File: config.mk
export PLATFORM = sky130hd
export DESIGN_NAME = pfm_front
export DESIGN_NICKNAME = d
export VERILOG_FILES = /design/src/design/pooling_forward_max_avg_unit_macros.svh /design/src/design/pfm_pkg.sv /design/src/design/pfm_front.sv
export SDC_FILE = /design/constraint.sdc
export NUM_CORES = 1
export LEC_CHECK = 0
export CAP_MARGIN = 0
export CORE_MARGIN = 5
export CORE_UTILIZATION = 40
export CTS_CLUSTER_DIAMETER = 50
export DETAILED_ROUTE_END_ITERATION = 12
export DONT_BUFFER_PORTS = 1
export PLACE_DENSITY = 0.62
export SYNTH_ARGS = -nofsm -noshare
export SYNTH_HDL_FRONTEND = slang
export SYNTH_SLANG_ARGS = --single-unit
File: constraint.sdc
create_clock -name i_clk -period 10.55 [get_ports i_clk]
set_clock_uncertainty 0.15 [all_clocks]
set_input_delay 0 -clock i_clk [delete_from_list [all_inputs] [get_ports i_clk]]
set_output_delay 0 -clock i_clk [all_outputs]
set_load 0.03 [all_outputs]
File: src/design/pooling_forward_max_avg_unit_macros.svh
// assertion macros shared by the pooling unit
`ifndef POOLING_FORWARD_MAX_AVG_UNIT_MACROS_SVH
`define POOLING_FORWARD_MAX_AVG_UNIT_MACROS_SVH

// implication checked on every clock edge outside reset
`define PFM_ASSERT_IMP(label, clk, rst_n, pre, post) \
    label: assert property (@(posedge clk) disable iff (!rst_n) (pre) |-> (post)) \
        else $error("pooling assertion failed");

// next-cycle implication checked outside reset
`define PFM_ASSERT_NXT(label, clk, rst_n, pre, post) \
    label: assert property (@(posedge clk) disable iff (!rst_n) (pre) |=> (post)) \
        else $error("pooling assertion failed");

`endif

File: src/design/pfm_pkg.sv
package pfm_pkg;
    localparam int CFG_W = 7;
    localparam int IDX_W = 3;
    // build limits of the feature store and the window
    localparam int MAX_CHANNELS = 16;
    localparam int MAX_ROWS     = 64;
    localparam int MAX_COLS     = 64;
    localparam int MAX_WINDOW   = 8;
    localparam logic [IDX_W-1:0] REG_CHANNEL_COUNT = 3'd0;
    localparam logic [IDX_W-1:0] REG_MAP_ROWS      = 3'd1;
    localparam logic [IDX_W-1:0] REG_MAP_COLS      = 3'd2;
    localparam logic [IDX_W-1:0] REG_WINDOW_ROWS   = 3'd3;
    localparam logic [IDX_W-1:0] REG_WINDOW_COLS   = 3'd4;
    localparam logic [IDX_W-1:0] REG_STEP_ROWS     = 3'd5;
    localparam logic [IDX_W-1:0] REG_STEP_COLS     = 3'd6;
    localparam logic [IDX_W-1:0] REG_POOL_KIND     = 3'd7;
    localparam logic MODE_WRITE = 1'b0;
    localparam logic MODE_QUERY = 1'b1;
    localparam logic KIND_MAX   = 1'b0;
    localparam logic KIND_AVG   = 1'b1;

    // one classified command from front end to back end
    typedef struct packed {
        logic        is_query;
        logic        empty;
        logic [3:0]  chan;
        logic [8:0]  row0;    // first input row (write: the row)
        logic [8:0]  col0;
        logic [3:0]  nrows;   // clipped window rows
        logic [3:0]  ncols;
        logic [15:0] sample;
    } t_cmd;
endpackage

File: src/design/pfm_front.sv
module pfm_front import pfm_pkg::*; (
    input  logic        i_clk,
    input  logic        i_rst_n,
    input  logic        i_valid,
    output logic        o_ready,
    input  logic        i_mode,
    input  logic [3:0]  i_chan,
    input  logic [5:0]  i_row,
    input  logic [5:0]  i_col,
    input  logic [15:0] i_sample,
    input  logic [6:0]  i_nch,
    input  logic [6:0]  i_nr,
    input  logic [6:0]  i_nc,
    input  logic [3:0]  i_wr,
    input  logic [3:0]  i_wc,
    input  logic [3:0]  i_sr,
    input  logic [3:0]  i_sc,
    output logic        o_valid,
    input  logic        i_ready,
    output t_cmd        o_cmd
);
    // two-entry queue toward the back end
    t_cmd       r_q [2];
    logic       r_wp, r_rp;
    logic [1:0] r_cnt;
    t_cmd       w_cmd;
    logic [9:0] w_r0, w_c0, w_rr, w_cr;
    logic       w_push, w_pop;

    assign o_ready = (r_cnt != 2'd2);
    assign o_valid = (r_cnt != 2'd0);
    assign o_cmd   = r_q[r_rp];
    assign w_push  = i_valid && o_ready;
    assign w_pop   = o_valid && i_ready;

    always_comb begin
        w_r0 = {4'd0, i_row} * {6'd0, i_sr};
        w_c0 = {4'd0, i_col} * {6'd0, i_sc};
        w_rr = ({3'd0, i_nr} > w_r0) ? ({3'd0, i_nr} - w_r0) : 10'd0;
        w_cr = ({3'd0, i_nc} > w_c0) ? ({3'd0, i_nc} - w_c0) : 10'd0;
        w_cmd.is_query = (i_mode == MODE_QUERY);
        w_cmd.chan   = i_chan;
        w_cmd.sample = i_sample;
        if (i_mode == MODE_QUERY) begin
            w_cmd.row0  = w_r0[8:0];
            w_cmd.col0  = w_c0[8:0];
            w_cmd.nrows = (w_rr < {6'd0, i_wr}) ? w_rr[3:0] : i_wr;
            w_cmd.ncols = (w_cr < {6'd0, i_wc}) ? w_cr[3:0] : i_wc;
            w_cmd.empty = ({3'd0, i_chan} >= i_nch) || (w_cmd.nrows == 4'd0)
                          || (w_cmd.ncols == 4'd0);
        end else begin
            w_cmd.row0  = {3'd0, i_row};
            w_cmd.col0  = {3'd0, i_col};
            w_cmd.nrows = 4'd1;
            w_cmd.ncols = 4'd1;
            // an out-of-map write is dropped
            w_cmd.empty = ({3'd0, i_chan} >= i_nch) || ({1'b0, i_row} >= i_nr)
                          || ({1'b0, i_col} >= i_nc);
        end
    end

    always_ff @(posedge i_clk) begin
        if (w_push) r_q[r_wp] <= w_cmd;
        if (!i_rst_n) begin
            r_wp <= 1'b0; r_rp <= 1'b0; r_cnt <= 2'd0;
        end else begin
            if (w_push) r_wp <= ~r_wp;
            if (w_pop) r_rp <= ~r_rp;
            r_cnt <= r_cnt + {1'b0, w_push} - {1'b0, w_pop};
        end
    end
endmodule

==> impl_metrics.json, run 1 <==
{
  "insertion_delay_ns": 0.34,
  "ys_warn_count": 0,
  "timing.final.crit_share": 0.592,
  "design.die.area_um2": 19300,
  "path_max_fanout": 6,
  "totalWireLength_mm": 15.1,
  "seq_area_frac_synth": 0.448,
  "yosysUniqueCellTypes": 57,
  "postSynthCellCount": 566,
  "ff_latch_area_um2": 2980,
  "syn_nets": 724,
  "worstMarginPinSlew_ns": 1.17,
  "crit_type": "input port to flip-flop",
  "cts_buffer_depth": 2,
  "cts_buffers": 9,
  "dpl_cell_area_um2": 6930,
  "cp_top_family": "adder cells",
  "routedWlPerCell_um": 17.9,
  "viasPerCell": 5.23,
  "dpl.hpwl_mm": 11.3,
  "synth-async-reset-ratio": 0,
  "use_met3": 0.0321,
  "die_h_um": 139,
  "nets": 776,
  "drcViolationCount": 0,
  "multi_input_area_um2": 3440,
  "gp_congestion": 0.839,
  "synthAdderAreaFrac": 0.178,
  "grt_pass1_wl_mm": 24.4,
  "grt_antenna_before_repair": 0,
  "hold_viol": 0,
  "met2_usage": 0.261,
  "timing.fmax_mhz": 160,
  "critPathBufInv": 2,
  "area.growth.synth_to_final_pct": 15.4,
  "rsz0062_at_grt": "false",
  "power_density_nw_per_um2": 193,
  "synth_top_family_by_area": "adder cells",
  "max_slew_margin": 0.220,
  "finalMaxSlewViolations": 0,
  "initial_core_util": 0.405,
  "setup_viol": 0,
  "nFillCells": 1497,
  "htreeDepth": 3,
  "path_cells": "nand2_1 > fa_1 > inv_1 > fa_1 > fa_1 > a21o_1 > a21oi_1 > xor2_1 > ha_1 > nand3_1 > o21ai_0 > nand2_1 > nor4_1 > and2_1 > ha_1 > nand4b_1 > o221ai_1 > or3_1 > nor4_4 > mux2_1 > nor4_1 > a21oi_1 > dlygate4sd3_1",
  "root_buffer": "clkbuf_16",
  "p_leak_nw": 3.08,
  "track_usage": 0.156,
  "grtUsageMet1": 0.203,
  "synthXorXnorAreaFrac": 0.0250,
  "numPortBuffers": 0,
  "status": "finished, final reports clean",
  "muxShareOfSynthArea": 0.0995,
  "grt-busiest-layer": "met2",
  "cpMostUsedCell": "fa_1",
  "cp-start-kind": "input port",
  "crit_required_ns": 10.48,
  "core_area_um2": 16500,
  "yosys_most_used_dff": "edfxtp_1",
  "ys_ff_latch": 101,
  "final_area_um2": 7690,
  "cts_tree": "yes",
  "holdCritPathClass": "input port to flip-flop",
  "postCtsResizedCells": 0,
  "grt-ovfl-total": 0,
  "synth_area_um2": 6660,
  "dr.pass1.iters": 4,
  "period_minus_slack_ns": 6.25,
  "grt_max_degree": 49,
  "finalSetupTns_ns": 0,
  "final_layout_size_suffix_gt1_frac": 0.138,
  "synth.avg_cell_area_um2": 11.8,
  "vias": 4407,
  "synth-simple-area-share": 0.130,
  "fp.dieW_um": 139,
  "setup_slack_ns": 4.30,
  "final_common_cell": "edfxtp_1",
  "worstPathArrival_ns": 6.18,
  "path_clk_slew_ns": 0.07,
  "grt_pass1_vias": 4598,
  "boundaryPins": 124,
  "pre_cts_slack_ns": 4.56,
  "synth_edf_count": 96,
  "maxCapViolations": 0,
  "rows": 47,
  "antenna_cells": 0,
  "first_iter_violations": 185,
  "cpMaxStageDelayCell": "dlygate4sd3_1",
  "ant_nets": 0,
  "synth_compound_area_frac": 0.0825,
  "final_cell_mix": "edfxtp_1 (96), ha_1 (66), inv_1 (56)",
  "max_stage_delay_ns": 0.58,
  "cts_sinks": 101,
  "totalPowerFinal_mw": 1.48,
  "ir_worst_vdd_mv": 0.0872,
  "crit_path_end_kind": "flip-flop"
}
worst register-to-register path, delay by kind of cell, from the launching register on:
kind,cells,cell delay [ns]
compound gates,1,0.19
buf+inv,2,1.03
flops,1,0.35
simple gates,3,1.08
sequential cells by signal (all words and copies together) (netlist names), named ones only:
register,cells
r_cnt,2
r_wp,1
r_q,96
r_rp,1
through the flow:
step	hold slack (ns)	utilization	instances
after floorplan	-0.0511	-	566
after global placement	-0.0510	0.421	779
after detailed placement	-0.0510	0.421	779
after CTS	0.0872	0.467	843
after global routing	0.103	0.467	843
final	0.111	0.467	843
final timing paths:
path / end / slack [ns] / cells after the start / startpoint
worst max register to register: r_wp$_SDFFE_PN0P_ / 7.69 / 6 / r_cnt[0]$_SDFF_PN0_
worst max-delay path: r_q[1][46]$_DFFE_PP_ / 4.30 / 23 / i_col[0]
worst min-delay path: r_q[1][20]$_DFFE_PP_ / 0.11 / 3 / i_nr[0]
worst min register to register: flip-flop / 0.39 / 2 / r_rp$_SDFFE_PN0P_
cells by family after synthesis:
logic type | after synthesis
simple gates | 159
flops | 101
fa+ha+maj | 84
compound gates | 78
buf+inv | 66
mux | 59
xor+xnor | 19
power breakdown:
part | internal (mW) | leakage, nW | switching (mW) | total, mW
combinational | 0.236 | 1.99 | 0.390 | 0.626
sequential | 0.515 | 0.946 | 0.0365 | 0.551
clock | 0.163 | 0.141 | 0.143 | 0.307
total | 0.914 | 3.08 | 0.571 | 1.48
cells in the mapped netlist (5+ instances only):
library cell,instances,area (um2)
a21o_1,6,45.0
a21oi_1,17,85.1
and2_1,42,263
clkbuf_1,8,30.0
dfxtp_1,5,100
edfxtp_1,96,2880
fa_1,18,360
ha_1,66,826
inv_1,56,210
mux2_2,53,597
nand2_1,29,109
nand2b_1,9,56.3
nand3_1,9,45.0
nor2_1,31,116
nor2b_1,12,75.1
nor3_1,5,25.0
nor4_1,6,37.5
o21a_1,9,67.6
o21ai_0,13,65.1
xnor2_1,12,105
xor2_1,7,61.3
layout make-up:
cell class / count / share of cell area
Multi-Input combinational cell: 399 / 0.447
Timing Repair Buffer: 50 / 0.0644
Tap cell: 220 / 0.0358
Clock buffer: 9 / 0.0293
Sequential cell: 101 / 0.388
Inverter: 57 / 0.0278
Clock inverter: 7 / 0.00748
layer usage:
metal,wire [um],vias to the layer above
li1,-,2136
met1,6770,2139
met2,7170,113
met3,836,19
met4,299,0
met5,0,-
what timing repair did:
item / 4_1_cts / 5_1_grt
hold buffers: 48 / 0
setup endpoints to repair: 0 / 0
endpoints found under the hold margin: 112 / 0
setup buffers: 0 / 0
Note: power is estimated with default switching activity, not from simulation.
==> run 2, diff against run 1 <==
- PLACE_DENSITY: 0.62 -> 0.64
- clock period: 10.55 -> 5.6 ns (I/O delays scaled with it)
==> impl_metrics.json, run 2 (synthesized netlist as in run 1, its figures left out) <==
{
  "gp_congestion": 0.885,
  "nets": 792,
  "nFillCells": 1460,
  "cts_buffers": 9,
  "drcViolationCount": 0,
  "boundaryPins": 124,
  "grt_max_degree": 49,
  "antenna_cells": 0,
  "rsz0062_at_grt": "false",
  "top_regs": "r_q (96), r_cnt (2)",
  "largest_reg_flops": 96,
  "insertion_delay_ns": 0.33,
  "cts_tree": "yes",
  "initial_core_util": 0.405,
  "ant_nets": 0,
  "dp.cells": 793,
  "finalMaxSlewViolations": 0,
  "worstMarginPinSlew_ns": 1.13,
  "timing.fmax_mhz": 190,
  "maxCapViolations": 0,
  "totalWireLength_mm": 14.8,
  "final_common_cell": "edfxtp_1",
  "design.die.area_um2": 19300,
  "holdCritPathClass": "input port to flip-flop",
  "track_usage": 0.154,
  "holdWs_ns": 0.0701,
  "viasPerCell": 5.08,
  "period_minus_slack_ns": 5.27,
  "setup_slack_ns": 0.334,
  "die_h_um": 139,
  "cts_buffer_depth": 2,
  "core_area_um2": 16500,
  "dpl.hpwl_mm": 11.2,
  "rows": 47,
  "cp-start-kind": "input port",
  "dr.pass1.iters": 4,
  "final_util": 0.476,
  "top_register": "r_q",
  "crit_required_ns": 5.52,
  "r2r_slack_ns": 2.77,
  "fp.dieW_um": 139,
  "final_cells": 859,
  "cts_sinks": 101,
  "pre_cts_slack_ns": -0.0721,
  "numPortBuffers": 0,
  "worstPathArrival_ns": 5.19,
  "grt_pass1_wl_mm": 23.8,
  "setup_viol": 0,
  "grt_antenna_before_repair": 0,
  "area.growth.synth_to_final_pct": 17.6,
  "first_iter_violations": 119,
  "routedWlPerCell_um": 17.3,
  "multi_input_area_um2": 3460,
  "htreeDepth": 3,
  "p_leak_nw": 3.16,
  "grt-ovfl-total": 0,
  "power_density_nw_per_um2": 361,
  "timing.final.crit_share": 0.940,
  "final_layout_size_suffix_gt1_frac": 0.161,
  "max_slew_margin": 0.246,
  "ff_latch_area_um2": 2980,
  "root_buffer": "clkbuf_16",
  "hold_viol": 0,
  "crit_type": "input port to flip-flop",
  "path_max_fanout": 6,
  "final_cell_mix": "edfxtp_1 (96), ha_1 (65), inv_1 (56)",
  "vias": 4360,
  "ir_worst_vdd_mv": 0.170,
  "path_clk_slew_ns": 0.06,
  "status": "finished, final reports clean",
  "crit_path_end_kind": "flip-flop",
  "grt_pass1_vias": 4444
}
run 2: cell count changes in the layout (fill, tap and decap cells not counted), sizes merged:
cell	change
buf	+15
clkbuf	+2
dlygate4sd3	+1
inv	-2
run 2: final timing paths:
kind / cells past startpoint / endpoint / from
max: 22 / r_q[0][46]$_DFFE_PP_ / i_col[0]
min: 3 / r_q[1][46]$_DFFE_PP_ / i_nr[6]
max reg2reg: 6 / r_wp$_SDFFE_PN0P_ / r_cnt[0]$_SDFF_PN0_
min reg2reg: 2 / flip-flop / r_rp$_SDFFE_PN0P_
run 2: critical path: stages:
cell	delay (ns)
nand2_1	0.06
fa_1	0.54
inv_1	0.06
fa_1	0.52
fa_1	0.46
a21o_1	0.17
a21oi_1	0.18
xor2_1	0.11
ha_1	0.34
nand3_1	0.10
o21ai_0	0.16
nand2_1	0.11
or4_4	0.53
nor2_1	0.12
ha_1	0.26
nand4b_1	0.11
o221ai_1	0.11
or3_1	0.39
nor4_4	0.25
mux2_1	0.36
nor4_2	0.14
a21oi_1	0.12
run 2: repair_timing:
item | in CTS | in global routing
endpoints found under the hold margin | 104 | 0
resized for setup | 0 | 2
buffers inserted | 0 | 1
hold buffers | 49 | 0
endpoints found under the setup margin | 0 | 2
run 2: routing by layer:
metal	part of all wire	up-vias	global-route usage
met3	0.063	11	0.0466
li1	-	2167	-
met2	0.46	108	0.252
met5	0	-	0
met4	0.0098	0	0.0350
met1	0.46	2074	0.203
run 2: layout make-up:
class                      instances  area share
clock buffer                      11      0.0323
clock inverter                     5     0.00415
inverter                          57      0.0273
multi-input combinational        399       0.441
sequential                       101       0.381
tap                              220      0.0351
timing repair buffer              66      0.0789
run 2: power breakdown:
part           switching (mW)  internal (mW)  total (mW)
logic                   0.742          0.485        1.23
clock network           0.241          0.325       0.566
registers              0.0661          0.971        1.04
total                    1.05           1.78        2.83
run 2: stage by stage:
step	instance area (um2)	TNS, ns	total power [mW]
floorplan	6660	0	2.00
global placement	7030	0	2.21
detailed placement	7030	-0.144	2.24
CTS	7810	0	2.85
global route	7830	0	3.01
finish	7830	0	2.83
